File: config.mk
export PLATFORM = sky130hd
export DESIGN_NAME = radix_digit_converter
export DESIGN_NICKNAME = d
export VERILOG_FILES = /design/src/rtl/core/rdc_pkg.sv /design/src/rtl/core/radix_digit_converter.sv
export SDC_FILE = /design/constraint.sdc
export NUM_CORES = 1
export LEC_CHECK = 0
export BUFFER_PORTS_ARGS = -buffer_cell sky130_fd_sc_hd__buf_2
export CAP_MARGIN = 40
export CORE_UTILIZATION = 50
export DETAILED_ROUTE_END_ITERATION = 12
export GPL_TIMING_DRIVEN = 0
export PLACE_DENSITY_LB_ADDON = 0.12
export SYNTH_ARGS = -nofsm -noshare
export SYNTH_HDL_FRONTEND = slang
export SYNTH_SLANG_ARGS = --single-unit
File: constraint.sdc
create_clock -name clk -period 11.1 [get_ports clk]
set_input_delay 0.555 -clock clk [delete_from_list [all_inputs] [get_ports clk]]
set_output_delay 0.555 -clock clk [all_outputs]
set_load 0.005 [all_outputs]
File: src/rtl/core/rdc_pkg.sv
// Shared constants, state encoding, glyph lookup and radix clamp for the radix digit converter.
// No dependencies; used by radix_digit_converter and rdc_checker.
package rdc_pkg;

    localparam int VALUE_WIDTH_DEF = 31;
    localparam int MAX_DIGITS_DEF  = 31;

    localparam int RADIX_W = 5;
    localparam int DIGIT_W = 4;
    localparam int CHAR_W  = 7;

    localparam logic [RADIX_W-1:0] RADIX_RESET = 5'd10;
    localparam logic [RADIX_W-1:0] RADIX_MIN   = 5'd2;
    localparam logic [RADIX_W-1:0] RADIX_MAX   = 5'd16;

    localparam logic [CHAR_W-1:0] CHAR_ZERO   = 7'd48;
    localparam logic [CHAR_W-1:0] CHAR_NINE   = 7'd57;
    localparam logic [CHAR_W-1:0] CHAR_A      = 7'd65;
    localparam logic [CHAR_W-1:0] CHAR_F      = 7'd70;

    typedef enum logic [2:0] {
        S_IDLE = 3'b001,
        S_DIV  = 3'b010,
        S_EMIT = 3'b100
    } state_t;

    function automatic logic [CHAR_W-1:0] glyph(input logic [DIGIT_W-1:0] d);
        logic [CHAR_W-1:0] dx;
        dx = {3'b000, d};
        if (d < 4'd10)
            glyph = CHAR_ZERO + dx;
        else
            glyph = CHAR_A - 7'd10 + dx;
    endfunction

    function automatic logic [RADIX_W-1:0] clamp_radix(input logic [RADIX_W-1:0] r);
        if (r < RADIX_MIN)
            clamp_radix = RADIX_MIN;
        else if (r > RADIX_MAX)
            clamp_radix = RADIX_MAX;
        else
            clamp_radix = r;
    endfunction

endpackage

File: src/rtl/core/radix_digit_converter.sv
// Radix digit converter top level: bit-serial division by the base, digit stack, ASCII output.
// Depends on rdc_pkg.
//
//  channel   signals                               transfer when
//  -------   -----------------------------------   -----------------------
//  command   start, busy, value                    start & !busy
//  config    cfg_valid, cfg_ready, cfg_data        cfg_valid & cfg_ready
//  result    strobe, digit_char, last_digit        strobe (one cycle each)
//
//  Each digit comes from a full pass of the shared restoring divide step, one
//  quotient bit per cycle; once division ends, the digits are output one
//  digit a cycle, most significant first.
//  busy stays high from the accepting edge until the final digit is driven.
//  Reset clears control state and sets the base to ten; the receiver cannot stall.
module radix_digit_converter #(
    parameter int VALUE_WIDTH = rdc_pkg::VALUE_WIDTH_DEF,
    parameter int MAX_DIGITS  = rdc_pkg::MAX_DIGITS_DEF
) (
    input  logic                          clk,
    input  logic                          rst_n,
    input  logic                          start,
    output logic                          busy,
    input  logic [VALUE_WIDTH-1:0]        value,
    input  logic                          cfg_valid,
    output logic                          cfg_ready,
    input  logic [rdc_pkg::RADIX_W-1:0]   cfg_data,
    output logic                          strobe,
    output logic [rdc_pkg::CHAR_W-1:0]    digit_char,
    output logic                          last_digit
);

    localparam int BIT_W   = (VALUE_WIDTH > 1) ? $clog2(VALUE_WIDTH) : 1;
    localparam int CNT_W   = $clog2(MAX_DIGITS + 1);
    localparam int STACK_W = MAX_DIGITS * rdc_pkg::DIGIT_W;

    rdc_pkg::state_t                  state_reg, state_next;
    logic [rdc_pkg::RADIX_W-1:0]      radix_reg;
    logic [rdc_pkg::RADIX_W-1:0]      base_reg, base_next;
    logic [VALUE_WIDTH-1:0]           quot_reg, quot_next;
    logic [rdc_pkg::DIGIT_W-1:0]      rem_reg, rem_next;
    logic                             nz_reg, nz_next;
    logic [BIT_W-1:0]                 bit_reg, bit_next;
    logic [CNT_W-1:0]                 count_reg, count_next;
    logic [STACK_W-1:0]               stack_reg, stack_next;
    logic                             strobe_reg, strobe_next;
    logic [rdc_pkg::CHAR_W-1:0]       char_reg, char_next;
    logic                             last_reg, last_next;

    logic [rdc_pkg::RADIX_W-1:0]      trial;
    logic                             qbit;
    logic [rdc_pkg::RADIX_W-1:0]      trial_sub;
    logic [rdc_pkg::DIGIT_W-1:0]      rem_step;
    logic [VALUE_WIDTH:0]             quot_shift;
    logic [STACK_W+rdc_pkg::DIGIT_W-1:0] stack_push;
    logic [CNT_W-1:0]                 count_inc;
    logic                             pass_done;

    assign cfg_ready  = 1'b1;
    assign busy       = (state_reg != rdc_pkg::S_IDLE);
    assign strobe     = strobe_reg;
    assign digit_char = char_reg;
    assign last_digit = last_reg;

    // restoring divide step: one quotient bit per cycle
    assign trial      = {rem_reg, quot_reg[VALUE_WIDTH-1]};
    assign qbit       = (trial >= base_reg);
    assign trial_sub  = trial - base_reg;
    assign rem_step   = qbit ? trial_sub[rdc_pkg::DIGIT_W-1:0] : trial[rdc_pkg::DIGIT_W-1:0];
    assign quot_shift = {quot_reg, qbit};
    assign stack_push = {stack_reg, rem_step};
    assign count_inc  = count_reg + 1'b1;
    assign pass_done  = (bit_reg == BIT_W'(VALUE_WIDTH - 1));

    always_comb
    begin
        state_next  = state_reg;
        base_next   = base_reg;
        quot_next   = quot_reg;
        rem_next    = rem_reg;
        nz_next     = nz_reg;
        bit_next    = bit_reg;
        count_next  = count_reg;
        stack_next  = stack_reg;
        strobe_next = 1'b0;
        char_next   = char_reg;
        last_next   = last_reg;
        case (state_reg)
            rdc_pkg::S_IDLE:
            begin
                if (start)
                begin
                    base_next  = radix_reg;
                    quot_next  = value;
                    rem_next   = '0;
                    nz_next    = 1'b0;
                    bit_next   = '0;
                    count_next = '0;
                    state_next = rdc_pkg::S_DIV;
                end
            end
            rdc_pkg::S_DIV:
            begin
                quot_next = quot_shift[VALUE_WIDTH-1:0];
                rem_next  = rem_step;
                nz_next   = nz_reg | qbit;
                bit_next  = bit_reg + 1'b1;
                if (pass_done)
                begin
                    // push the remainder as the next digit, start a fresh pass
                    stack_next = stack_push[STACK_W-1:0];
                    count_next = count_inc;
                    rem_next   = '0;
                    nz_next    = 1'b0;
                    bit_next   = '0;
                    if (!(nz_reg | qbit) || (count_inc >= CNT_W'(MAX_DIGITS)))
                        state_next = rdc_pkg::S_EMIT;
                end
            end
            rdc_pkg::S_EMIT:
            begin
                strobe_next = 1'b1;
                char_next   = rdc_pkg::glyph(stack_reg[rdc_pkg::DIGIT_W-1:0]);
                last_next   = (count_reg == CNT_W'(1));
                stack_next  = stack_reg >> rdc_pkg::DIGIT_W;
                count_next  = count_reg - 1'b1;
                if (count_reg == CNT_W'(1))
                    state_next = rdc_pkg::S_IDLE;
            end
            default:
            begin
                state_next = rdc_pkg::S_IDLE;
            end
        endcase
    end

    always_ff @(posedge clk or negedge rst_n)
    begin
        if (!rst_n)
        begin
            state_reg  <= rdc_pkg::S_IDLE;
            radix_reg  <= rdc_pkg::RADIX_RESET;
            count_reg  <= '0;
            bit_reg    <= '0;
            nz_reg     <= 1'b0;
            strobe_reg <= 1'b0;
        end
        else
        begin
            state_reg  <= state_next;
            count_reg  <= count_next;
            bit_reg    <= bit_next;
            nz_reg     <= nz_next;
            strobe_reg <= strobe_next;
            if (cfg_valid && cfg_ready)
                radix_reg <= rdc_pkg::clamp_radix(cfg_data);
        end
    end

    always_ff @(posedge clk)
    begin
        base_reg  <= base_next;
        quot_reg  <= quot_next;
        rem_reg   <= rem_next;
        stack_reg <= stack_next;
        char_reg  <= char_next;
        last_reg  <= last_next;
    end

endmodule

==> flow_results.org, run 1 <==
** Pwr
- Across the VDD grid, the largest voltage drop is 0.000115 V.
- The analysis attributes to cell leakage a power of between 4 and 5 nW.
- Overall power consumption after layout is estimated at between 0.0015 and 0.002 W.
- Power per Cell Area :: approximately 180 mW/mm2

** Clock network
- Clock-pin slew was measured on the worst setup and hold paths at roughly 0.07 ns.
- In this run the number of H-tree levels came out at 4.
- Setup Fix Bufs, Post-CTS :: 0
- The number of gates resized after CTS was 0.
- Root Buffer :: sky130_fd_sc_hd__clkbuf_16
- CTS tree :: yes
- Number of CTS-inserted buffers :: 17
- Counting along the longest clock path gives a buffer depth of 2.
- For this design, the sink count on the clock tree is 192.
- Insertion delay of the later-clocked pin in the worst-skew pair :: 0.43 ns
- Number of buffers added to fix hold violations after cts :: 0

** Logic synthesis
- After technology mapping, the gate count stands at ~830.
- In this run, synthesis produced a sequential element count of 192.
- Each instance of the synthesized netlist takes up on average a little over 10 um2.
- Number of enable-type register cells in the synthesized netlist :: ~170
- In the synthesized netlist the async set-or-reset flop fraction comes to 0.104.
- Fraction of the mapped netlist area in adder cells :: 0.0198
- Main combinational cell family by area after synthesis :: simple AND/OR/NAND/NOR gates
- The biggest area contributor in the post-synthesis netlist is sky130_fd_sc_hd__edfxtp_1.
- Synthesis instantiated 50 different standard cells from the library.
- The share of synthesized area in the top cell type comes to 0.602.
- Sequential cell area fraction in the yosys report :: 0.660
- The complex-gate fraction of the synthesized area was 0.0382.
- Post-synthesis net count :: about 900
- Sorting the synthesized cells by area gives the leading types as sky130_fd_sc_hd__edfxtp_1 60%, sky130_fd_sc_hd__nand2_1 20%, sky130_fd_sc_hd__dfrtp_1 5.0%, sky130_fd_sc_hd__ha_1 1.7%, sky130_fd_sc_hd__buf_2 0.99%.
- Yosys printed 0 warnings.
- Leading register cell type out of synthesis :: sky130_fd_sc_hd__edfxtp_1
- Most common cell in the synthesized netlist :: sky130_fd_sc_hd__nand2_1
- Area of the mapped netlist :: 0.00859 mm2
- Of the total synthesized cell area, the portion taken by AND, OR, NAND and NOR gates is 0.233.
- Top cells by instance count after synthesis :: 452 x sky130_fd_sc_hd__nand2_1, 172 x sky130_fd_sc_hd__edfxtp_1, 22 x sky130_fd_sc_hd__nor2_1
- Of the total synthesized cell area, the portion taken by XOR and XNOR cells is 0.00612.
- The portion of synthesized area spent on multiplexers is 0.00889.

** Worst setup path
- Critical path's top delay family :: buffers and inverters
- Master of the slowest instance on the critical path :: sky130_fd_sc_hd__o21ai_4
- At the worst endpoint, the required time is around 11 ns.
- Counting both buffers and inverters, the worst setup path holds a total of 6.
- The endpoint identified for the worst register-to-register timing path is stack_reg[65]$_DFFE_PP_.
- CP arrival :: a little under 3 ns
- Maximum fanout encountered on the critical timing path :: 27
- The worst setup path is of the flip-flop to flip-flop kind.
- The worst register-to-register path has a depth of 8.
- Type of element capturing the critical path :: flip-flop
- For this run, the slowest stage of the critical path takes 0.59 ns.
- Counting stages on the worst path, the most repeated cell is sky130_fd_sc_hd__buf_16.
- STA classifies the critical path startpoint as a flip-flop.
- Number of logic stages on the critical path including buffering :: 8
- For flop-to-flop paths, the worst setup slack is between 8 and 9 ns.
- Worst R2R Start :: state_reg[2]$_DFFE_PN0P_
- Walking the worst path, the cells encountered are buf_2 -> or3b_1 -> buf_2 -> o21ai_4 -> buf_16 -> buf_16 -> buf_16 -> buf_16.

** Routing
- 1st-iter DRT viols :: roughly 250
- The count of nets left with antenna violations once routing finished came out at 0.
- For this run, design rule violations remaining after detail routing come to 0.
- Vias :: slightly below 6k
- Routed wire length :: 15.5 mm
- Number of iterations in the first detailed-routing pass :: 4
- Drt via density :: a little over 5
- Drt wl/cell :: 13.6 um

** STA
- Setup repair after global routing missed its margin :: no
- The worst path in the final design needs a cycle of 2.85 ns, including I/O delays and setup.
- Endpoints failing hold :: 0
- Post-route clock period utilization :: 0.256
- Worst max-slew margin expressed relative to the limit :: 0.419
- Static timing analysis puts the maximum clock frequency at around 350 MHz.
- Setup-failing EPs final :: 0
- Worst setup slack after layout :: 8.25 ns
- Pins over their slew limit :: 0
- Pin slew with the least headroom to its limit :: approximately 0.87 ns
- Setup clock skew after layout :: about 0.01 ns

** Final layout
- Share of cells above drive strength 1 :: 0.138
- The repair_antennas step left the layout with diodes totalling 0.
- Filler-free cell count of the finished design :: around 1.1k
- The filler cells instantiated in the layout total approximately 1.5k.
- Synth-to-layout area growth :: 14.3%
- The register with the most flip-flops in the layout has ~120 of them.
- The net count of the finished layout is 959.

** Placed design
- Count of port buffers added during placement :: 48
- Final weighted congestion in routability-driven placement :: between 0.8 and 0.9
- Setup Slack @ Placement :: between 8 and 9 ns
- Instance count after placement with tap cells included :: around 1.1k
- Post-DP HPWL :: approximately 11 mm

** Floorplanning
- In this run the count of I/O pins placed on the die edge is 51.
- The floorplan step defined a die boundary enclosing between 0.015 and 0.02 mm2.
- FP Rows :: 47
- Core area :: about 0.017 mm2
- For this configuration, the core starts out at a cell density of 0.514.
- Measured along the x axis, the die boundary spans between 100 and 150 um.
- Measured along the y axis, the die boundary spans about 130 um.

** Flow run
- Across the run, the number of max-cap violations was 0.

** Global route
- Number of antenna violations at the first check in global routing :: 0
- The total overflow left after global routing is 0.
- The via count of the first global-routing pass was 5,929.
- Largest net degree at the start of global routing :: 40
- In the global route stage, overall resource usage came out at 0.190.
- The first global-routing pass estimated about 27 mm of wire.

** Hold path
- Class of the most critical hold timing path :: input pin to async pin

** Outcome
- Status :: completed
-- worst reg2reg max path: stages (launching register included) --
cell and delay, ns:
sky130_fd_sc_hd__dfrtp_1 0.36, sky130_fd_sc_hd__buf_2 0.17, sky130_fd_sc_hd__or3b_1 0.38, sky130_fd_sc_hd__buf_2 0.22, sky130_fd_sc_hd__o21ai_4 0.60, sky130_fd_sc_hd__buf_16 0.24
sky130_fd_sc_hd__buf_16 0.17, sky130_fd_sc_hd__buf_16 0.20, sky130_fd_sc_hd__buf_16 0.20
-- metal layers --
metal / global-route usage / wire, um / part of all wire
met3: 0.0349 / 495 / 0.032
met5: 0 / 0 / 0
met2: 0.320 / 7580 / 0.49
met4: 0.0817 / 297 / 0.019
met1: 0.241 / 7090 / 0.46
-- logic make-up after synthesis --
kind of cell	count (synthesis)
xor+xnor	6
other cells	1
flops	192
buf+inv	60
compound gates	51
mux	6
simple gates	505
fa+ha+maj	13
-- cell type report --
class / instances / area [um2] / share of cell area
buffer: 42 / 216 / 0.0221
clock buffer: 21 / 472 / 0.0481
clock inverter: 11 / 90.1 / 0.00918
inverter: 18 / 67.6 / 0.00689
multi-input combinational: 582 / 2640 / 0.269
sequential: 192 / 5670 / 0.578
tap: 220 / 275 / 0.0281
timing repair buffer: 53 / 378 / 0.0385
-- layout by cell type (no fill, tap or decap), types with 7 or more instances in the layout --
cell type	n
sky130_fd_sc_hd__nor2_1	22
sky130_fd_sc_hd__clkbuf_1	14
sky130_fd_sc_hd__clkbuf_16	18
sky130_fd_sc_hd__buf_2	65
sky130_fd_sc_hd__nand2_1	452
sky130_fd_sc_hd__a21oi_1	15
sky130_fd_sc_hd__buf_4	10
sky130_fd_sc_hd__inv_6	7
sky130_fd_sc_hd__ha_1	12
sky130_fd_sc_hd__inv_1	16
sky130_fd_sc_hd__o21ai_0	10
sky130_fd_sc_hd__dfrtp_1	17
sky130_fd_sc_hd__edfxtp_1	172
-- power breakdown --
group          internal [W]  switching [W]
Combinational     0.0000995       0.000169
Sequential         0.000877      0.0000289
Clock              0.000312       0.000273
Total               0.00129       0.000471
-- how the worst max path moves through the flow --
stage | from | to
6_report | state_reg[2]$_DFFE_PN0P_ | stack_reg[65]$_DFFE_PP_
5_1_grt | state_reg[2]$_DFFE_PN0P_ | stack_reg[68]$_DFFE_PP_
4_1_cts | state_reg[2]$_DFFE_PN0P_ | stack_reg[64]$_DFFE_PP_
3_5_place_dp | state_reg[2]$_DFFE_PN0P_ | stack_reg[68]$_DFFE_PP_
3_3_place_gp | state_reg[2]$_DFFE_PN0P_ | stack_reg[64]$_DFFE_PP_
2_1_floorplan | state_reg[2]$_DFFE_PN0P_ | stack_reg[0]$_DFFE_PP_
-- through the flow --
stage	util	area (um2)	hold slack, ns	TNS, ns
4_1_cts	0.588	9810	0.0696	0
2_1_floorplan	-	8590	0.259	0
6_report	0.588	9810	0.0650	0
5_1_grt	0.588	9810	0.0942	0
3_5_place_dp	0.554	9250	0.434	0
3_3_place_gp	0.545	9100	0.437	-361.00
Power figures use the tool's default switching activity.
==> run 2: changes to the inputs <==
clock period = 2.55 ns   (was 11.1 ns; I/O delays follow)
==> run 2 against run 1 <==
First-iteration DRC count rose by 39%. Maximum frequency rose by 26%. Final cell count rose by 3.6%. Largest cell class unchanged. Clock power rose to 4.5 times the previous value. Non-clock buffer count rose by 41. Utilization rose by 2.4 points. Total power rose to 4.4 times the previous value. Register-to-register slack got worse by 8.0 ns. Design area rose by 4.1%. Critical endpoint is now stack_reg[46]$_DFFE_PP_. Wire length rose by 5.3%. Global-route usage rose by 1.1 points. Die area did not move.
==> flow_results.org, run 2 (synthesized netlist as in run 1, its figures left out) <==
** Clock network
- Clk pin slew, worst setup/hold paths :: 0.07 ns (about the same)
- The post-cts gate resize count came to 0 (unchanged).
- Insertion delay of the later-clocked pin in the worst-skew pair :: 0.43 ns (about the same)
- Root Buffer :: sky130_fd_sc_hd__clkbuf_16
- Number of CTS-inserted buffers :: 17 (unchanged)
- CTS H-tree lvls :: 4 (unchanged)
- CTS tree :: yes
- The maximum clock insertion buffer count was 2 (unchanged).
- Clk sink count :: 192 (unchanged)

** Routing
- The average detailed-routed wire length per instance came to 13.8 um (+1.7%).
- Routed wire length :: 16.3 mm (+5.3%)
- The number of routed nets with antenna violations came to 0 (unchanged).
- Number of DRC violations after detailed routing :: 0 (unchanged)
- The via count of the routed design was 6,030 (+3.6%).
- Number of iterations in the first detailed-routing pass :: 4 (unchanged)
- 1st-iter DRT viols :: 340 (+39%)
- Drt via density :: 5.11 (about the same)

** Outcome
- Status :: completed

** Hold path
- Class of the most critical hold timing path :: input pin to flip-flop
- The worst hold path begins at cfg_data[1].
- Worst hold path depth :: 3
- WHS Endpoint :: radix_reg[0]$_DFFE_PN0P_

** Worst setup path
- Critical path's top delay family :: buffers and inverters
- CP arrival :: 2.45 ns (-0.53 ns)
- By startpoint and endpoint, the worst setup path is classified as flip-flop to flip-flop.
- Traced cell by cell, the critical path runs through buf_6 -> nor2_1 -> nand2_1 -> buf_2 -> buf_2 -> o21ai_4 -> buf_4 -> buf_12.
- Largest incremental delay on the critical path :: 0.53 ns (-0.06 ns)
- The reg-to-reg setup timing slack was 0.29 ns (-7.97 ns).
- Maximum fanout encountered on the critical timing path :: 29 (+7.4%)
- Crit Reg-Reg Endpoint :: stack_reg[46]$_DFFE_PP_
- Req. time, crit path :: 2.74 ns (-8.49 ns)
- Among all stages on the critical path, the largest delay is contributed by sky130_fd_sc_hd__dfstp_2.
- Type of element capturing the critical path :: flip-flop
- In this design, the critical path's most frequently occurring cell is sky130_fd_sc_hd__buf_2.
- Worst Reg2Reg Path Length in Cells :: 8 (unchanged)
- Worst R2R Start :: state_reg[0]$_DFFE_PN1P_
- STA classifies the critical path startpoint as a flip-flop.
- The number of buffers and inverters on the critical path came to 5 (-1).

** STA
- Endpoints failing hold :: 0 (unchanged)
- The final setup skew was 0.00608 ns (-0.00379 ns).
- The slew at the pin closest to its max-slew limit is 0.842 ns (-0.0277 ns).
- Post-layout min period :: 2.26 ns (-0.584 ns)
- The peak clock frequency supported by timing is 442 MHz (+26%).
- Worst max-slew margin expressed relative to the limit :: 0.438 (+0.0185)
- The number of setup violations in the final report came to 0 (unchanged).
- Post-route clock period utilization :: 0.887 (+0.631)
- Setup repair after global routing missed its margin :: no
- The aggregate negative setup slack is 0 ns (unchanged).
- The max-slew violation count is 0 (unchanged).

** Pwr
- The power density over cell area was 764 mW/mm2 (+330%).
- The clock share of power came to 0.338 (+0.005).
- The largest vdd supply drop is 0.000492 V (+330%).
- The switching part of the total came to 0.253 (-0.0150).
- Net switching component of the power :: 0.00197 W (+320%)
- Internal cell power :: 0.00583 W (+350%)
- Share of total power in sequential cells :: 0.505 (-0.010)
- The combinational share of power is 0.156 (+0.003).
- P_leak :: 4.31 nW (+3.6%)

** Final layout
- Most frequent standard cell in the layout excluding fill and tap cells :: sky130_fd_sc_hd__nand2_1
- FILL cells :: 1,374 (-7.0%)
- Highest-count cells in the layout ignoring fill and taps :: 452 x sky130_fd_sc_hd__nand2_1, 172 x sky130_fd_sc_hd__edfxtp_1, 62 x sky130_fd_sc_hd__buf_2, 39 x sky130_fd_sc_hd__dlygate4sd3_1, 22 x sky130_fd_sc_hd__nor2_1
- Antenna diode count :: 0 (unchanged)
- The number of flip-flops in the largest register came to 124 (unchanged).
- The net count reported at finish was 1,000 (+4.3%).
- The share of post-route cells with drive strength above 1 is 0.129 (-0.00903).
- Synth-to-layout area growth :: 18.9%
- Filler-free cell count of the finished design :: 1,180 (+3.6%)

** Floorplanning
- FP Rows :: 47 (unchanged)
- Horizontal die dimension :: 133 um (unchanged)
- The overall die height is 133 um (unchanged).
- Die footprint :: 0.0177 mm2 (unchanged)
- Top-Level Pins :: 51 (unchanged)
- Initial Utilization :: 0.514 (unchanged)
- The area of the placeable core was 0.0167 mm2 (unchanged).

** Global route
- The initial antenna violation count is 0 (unchanged).
- First-pass GRT wire length :: 28.3 mm (+5.7%)
- The total routing resource utilization after global routing was 0.201 (+0.0110).
- Total overflow reported by the global router :: 0 (unchanged)
- Via count of the first global-routing pass :: 6,209 (+4.7%)
- The largest net degree at the start of global routing was 40 (unchanged).

** Flow run
- The max-cap check violation count came to 0 (unchanged).

** Placed design
- The global placement routability congestion is 0.815 (+0.11%).
- Count of port buffers added during placement :: 48 (unchanged)
- The sum of net half-perimeters after detailed placement was 10.8 mm (+1.5%).
- Instance count after placement with tap cells included :: 1,106 (-0.090%)
## run 2: worst reg2reg max path, cell delays in order, from the launching register on
cell and delay, ns:
sky130_fd_sc_hd__dfstp_2 0.53, sky130_fd_sc_hd__buf_6 0.13, sky130_fd_sc_hd__nor2_1 0.06, sky130_fd_sc_hd__nand2_1 0.14
sky130_fd_sc_hd__buf_2 0.28, sky130_fd_sc_hd__buf_2 0.32, sky130_fd_sc_hd__o21ai_4 0.15, sky130_fd_sc_hd__buf_4 0.21
sky130_fd_sc_hd__buf_12 0.18
## run 2: power groups by stage
stage,registers (W),logic [W],clock network (W)
2_1_floorplan,0.00397,0.000910,0
3_3_place_gp,0.00400,0.00113,0
3_5_place_dp,0.00401,0.00117,0
4_1_cts,0.00394,0.00122,0.00270
5_1_grt,0.00398,0.00138,0.00280
6_report,0.00394,0.00122,0.00264
## run 2: area by class of cell
class                   instances  area (um2)  area share
inverters                      18        67.6     0.00662
flip-flops and latches        192        5670       0.555
clock inverters                13         145      0.0142
repair buffers                 94         741      0.0725
multi-input cells             582        2640       0.259
plain buffers                  42         235      0.0230
well taps                     220         275      0.0270
clock buffers                  19         433      0.0424
## run 2: per-layer routing
layer / GRT usage / part of all wire / vias to the layer above
met5: 0 / 0 / -
met3: 0.0448 / 0.034 / 25
li1: - / - / 2992
met2: 0.337 / 0.49 / 112
met1: 0.256 / 0.46 / 2901
met4: 0.0754 / 0.017 / 0
## run 2: through the flow
step / hold WS [ns] / instance area (um2) / total power, W / util / setup slack, ns
after CTS: 0.0167 / 10200 / 0.00786 / 0.610 / 0.0492
final: 0.0305 / 10200 / 0.00780 / 0.611 / 0.288
after detailed placement: 0.115 / 9220 / 0.00518 / 0.552 / 0.0566
after global placement: 0.115 / 9130 / 0.00513 / 0.547 / -1.70
after global routing: 0.0242 / 10200 / 0.00817 / 0.611 / 0.0930
after floorplan: -0.168 / 8620 / 0.00488 / - / -0.892
## run 2: repair_timing
item,in CTS,in global routing
hold endpoints to repair,56,0
hold buffers,39,0
setup endpoints to repair,0,28
setup buffers,0,3
## run 2: how the worst max path moves through the flow
stage	start	depth (start not counted)	to
after floorplan	state_reg[0]$_DFFE_PN1P_	4	stack_reg[0]$_DFFE_PP_
after global placement	state_reg[0]$_DFFE_PN1P_	4	stack_reg[65]$_DFFE_PP_
after detailed placement	bit_reg[0]$_DFFE_PN0P_	6	stack_reg[61]$_DFFE_PP_
after CTS	bit_reg[0]$_DFFE_PN0P_	6	stack_reg[75]$_DFFE_PP_
after global routing	state_reg[0]$_DFFE_PN1P_	7	count_reg[1]$_DFFE_PN0P_
final	state_reg[0]$_DFFE_PN1P_	8	stack_reg[46]$_DFFE_PP_
==> run 3: changes to the inputs <==
CORE_UTILIZATION = 35   (was 50)
==> run 3 against run 2 <==
Global-route usage fell by 5.9 points. Die area rose by 42%. Count of clock-buffer cells in the layout fell by 2. Worst setup slack got worse by 0.13 ns. Sequential cell count did not move. Design area rose by 1.9%. Largest power group unchanged.
==> flow_results.org, run 3 (synthesized netlist as in run 1, its figures left out) <==
** Worst setup path
- The depth of the most critical reg-to-reg path was 10 (+2).
- The largest driver fanout on the critical path was 25 (-14%).
- Worst R2R Start :: state_reg[0]$_DFFE_PN1P_
- Critical path's top delay family :: buffers and inverters
- The number of buffers and inverters on the critical path is 7 (+2).
- Most prevalent standard cell on the critical path :: sky130_fd_sc_hd__buf_16
- Type of element capturing the critical path :: flip-flop
- Req. time, crit path :: 2.73 ns (about the same)
- STA classifies the critical path startpoint as a flip-flop.
- In this run the critical register-to-register path is captured at stack_reg[76]$_DFFE_PP_.
- Traced cell by cell, the critical path runs through buf_6 -> nor2_1 -> nand2_1 -> clkbuf_4 -> buf_4 -> o21ai_4 -> buf_16 -> buf_16 -> buf_16 -> buf_12.
- Largest incremental delay on the critical path :: 0.53 ns (about the same)
- The arrival time reported for the critical path endpoint is 2.57 ns (+0.12 ns).
- Master of the slowest instance on the critical path :: sky130_fd_sc_hd__dfstp_2
- Critical Setup Path Class :: flip-flop to flip-flop
- The reg-to-reg setup timing slack came to 0.16 ns (-0.13 ns).

** STA
- Setup repair after global routing left no endpoint under its margin.
- Maximum clock frequency :: 418 MHz (-5.5%)
- The worst hold-check slack is 0.0165 ns (-0.0139 ns).
- The final hold violation count came to 0 (unchanged).
- Setup clock skew after layout :: 0.0120 ns (+0.00596 ns)
- The final period utilization came to 0.939 (+0.0520).
- The max-slew violation count was 0 (unchanged).
- The number of setup violations in the final report is 0 (unchanged).
- Post-layout min period :: 2.39 ns (+0.133 ns)
- The relative slew slack was 0.567 (+0.129).
- The slew at the pin closest to its max-slew limit came to 0.641 ns (-0.202 ns).

** Placed design
- The sum of net half-perimeters after detailed placement came to 11.0 mm (+2.3%).
- Final weighted congestion in routability-driven placement :: 0.753 (-7.6%)
- Count of port buffers added during placement :: 48 (unchanged)
- The placed cell count was 1,208 (+9.2%).

** Clock network
- Insertion delay of the later-clocked pin in the worst-skew pair :: 0.43 ns (about the same)
- CTS tree :: yes
- CTS H-tree lvls :: 4 (unchanged)
- Root Buffer :: sky130_fd_sc_hd__clkbuf_16
- Number of CTS-inserted buffers :: 17 (unchanged)
- The clock input transition at the sequential cells of the worst setup and hold paths was 0.07 ns (about the same).
- Clk sink count :: 192 (unchanged)
- The maximum clock insertion buffer count came to 2 (unchanged).

** Hold path
- The worst hold path begins at start.
- WHS Endpoint :: count_reg[0]$_DFFE_PN0P_
- The min-delay analysis places its worst path in the category input pin to flip-flop.
- The worst hold path cell count was 4 (+1).

** Final layout
- Sequential cell area :: 0.00567 mm2 (unchanged)
- Leaving out fill and tap cells, the most frequent cell in the layout is sky130_fd_sc_hd__nand2_1.
- The antenna diode count was 0 (unchanged).
- The count of filler cells inserted in the layout was 2,273 (+65%).
- The top cell types in the final layout, fill and taps aside, are 452 x sky130_fd_sc_hd__nand2_1, 172 x sky130_fd_sc_hd__edfxtp_1, 60 x sky130_fd_sc_hd__buf_2, 38 x sky130_fd_sc_hd__dlygate4sd3_1, 22 x sky130_fd_sc_hd__nor2_1.
- The number of flip-flops in the largest register came to 124 (unchanged).
- Share of cells above drive strength 1 :: 0.135 (+0.00625)
- Compared with the post-synthesis result, the final layout area differs by 21.1%.
- Multi-input combinational cell area :: 0.00264 mm2 (unchanged)
- The final standard cell count with taps included and fillers excluded was 1,279 (+8.4%).
- Final nets :: 1,000 (unchanged)

** Pwr
- The overall power after layout was 0.00784 W (+0.48%).
- The leakage power total came to 4.35 nW (+0.94%).
- The power density over cell area is 754 mW/mm2 (-1.4%).
- The largest vdd supply drop was 0.000349 V (-29%).

** Floorplanning
- The overall die height came to 159 um (+19%).
- Horizontal die dimension :: 159 um (+19%)
- The number of top-level pins came to 51 (unchanged).
- Initial Utilization :: 0.361 (-0.153)
- Core area :: 0.0238 mm2 (+42%)
- The number of placement rows was 56 (+19%).
- Die footprint :: 0.0252 mm2 (+42%)

** Global route
- The global-route wire length before repair was 28.0 mm (-1.0%).
- Number of antenna violations at the first check in global routing :: 0 (unchanged)
- Largest net degree at the start of global routing :: 33 (-18%)
- The total congestion overflow after global routing came to 0 (unchanged).
- The total routing resource utilization after global routing is 0.142 (-0.0587).
- Via count of the first global-routing pass :: 5,943 (-4.3%)

** Routing
- The number of remaining DRC errors came to 0 (unchanged).
- The final wirelength came to 16.5 mm (+1.1%).
- The number of violations reported at the end of detailed-routing iteration 0 is 279 (-18%).
- Number of nets with antenna violations after routing :: 0 (unchanged)
- The first-pass iteration count of the detailed router came to 6 (+2).
- Drt wl/cell :: 12.9 um (-6.7%)
- The via count of the routed design was 5,824 (-3.4%).
- The detail-routed via count per cell is 4.55 (-11%).

** Flow run
- The max-cap check violation count is 0 (unchanged).

** Outcome
- The run finished with clean final reports.
[run 3: cell types whose count changed in the layout (fill, tap and decap cells not counted), sizes merged]
cell,before,now
clkbuf,31,30
clkinvlp,3,1
clkinv,7,5
dlygate4sd3,39,38
bufinv,3,1
inv,18,26
[run 3: power breakdown]
part | leakage [nW] | total (W) | internal [W] | switching [W]
Sequential | 1.83 | 0.00393 | 0.00381 | 0.000123
Clock | 0.280 | 0.00264 | 0.00138 | 0.00126
Combinational | 2.24 | 0.00126 | 0.000513 | 0.000747
Total | 4.35 | 0.00784 | 0.00571 | 0.00213
[run 3: area by class of cell]
class	count	area share
repair buffers	94	0.0775
flip-flops and latches	192	0.545
plain buffers	42	0.0231
clock inverters	15	0.0143
multi-input cells	582	0.254
well taps	319	0.0384
inverters	18	0.00650
clock buffers	17	0.0409
[run 3: how the worst max path moves through the flow]
stage | from | end | slack (ns) | cells past startpoint
2_1_floorplan | state_reg[0]$_DFFE_PN1P_ | stack_reg[0]$_DFFE_PP_ | -0.89 | 4
3_3_place_gp | state_reg[0]$_DFFE_PN1P_ | stack_reg[61]$_DFFE_PP_ | -1.98 | 4
3_5_place_dp | state_reg[0]$_DFFE_PN1P_ | stack_reg[65]$_DFFE_PP_ | -0.18 | 10
4_1_cts | state_reg[0]$_DFFE_PN1P_ | stack_reg[76]$_DFFE_PP_ | 0.07 | 10
5_1_grt | state_reg[0]$_DFFE_PN1P_ | stack_reg[76]$_DFFE_PP_ | 0.03 | 10
6_report | state_reg[0]$_DFFE_PN1P_ | stack_reg[76]$_DFFE_PP_ | 0.16 | 10
[run 3: through the flow]
| step | setup TNS, ns | util | instance area [um2] | setup WS [ns] |
|---|---|---|---|---|
| global placement | -244.11 | 0.390 | 9260 | -1.98 |
| floorplan | -110.55 | - | 8620 | -0.892 |
| detailed placement | -8.40 | 0.397 | 9430 | -0.182 |
| global route | 0 | 0.438 | 10400 | 0.0303 |
| CTS | 0 | 0.438 | 10400 | 0.0661 |
| finish | 0 | 0.438 | 10400 | 0.155 |
[run 3: repair_timing]
| action | in CTS | in global routing |
|---|---|---|
| pin swaps | 1 | 0 |
| resized for setup | 1 | 1 |
| hold buffers | 38 | 0 |
| buffers inserted | 1 | 0 |
| gates cloned | 0 | 0 |
| hold endpoints to repair | 55 | 0 |
| setup endpoints to repair | 57 | 47 |
[run 3: layer usage]
layer | part of all wire | GRT usage | vias up
li1 | - | - | 2978
met1 | 0.50 | 0.185 | 2768
met2 | 0.47 | 0.240 | 74
met3 | 0.024 | 0.0324 | 4
met4 | 0.0056 | 0.0343 | 0
met5 | 0 | 0 | -
[run 3: worst reg2reg max path: stages (launching register included)]
cell and delay, ns:
sky130_fd_sc_hd__dfstp_2 0.53, sky130_fd_sc_hd__buf_6 0.13, sky130_fd_sc_hd__nor2_1 0.06, sky130_fd_sc_hd__nand2_1 0.15, sky130_fd_sc_hd__clkbuf_4 0.26, sky130_fd_sc_hd__buf_4 0.23, sky130_fd_sc_hd__o21ai_4 0.10, sky130_fd_sc_hd__buf_16 0.17
sky130_fd_sc_hd__buf_16 0.17, sky130_fd_sc_hd__buf_16 0.17, sky130_fd_sc_hd__buf_12 0.18
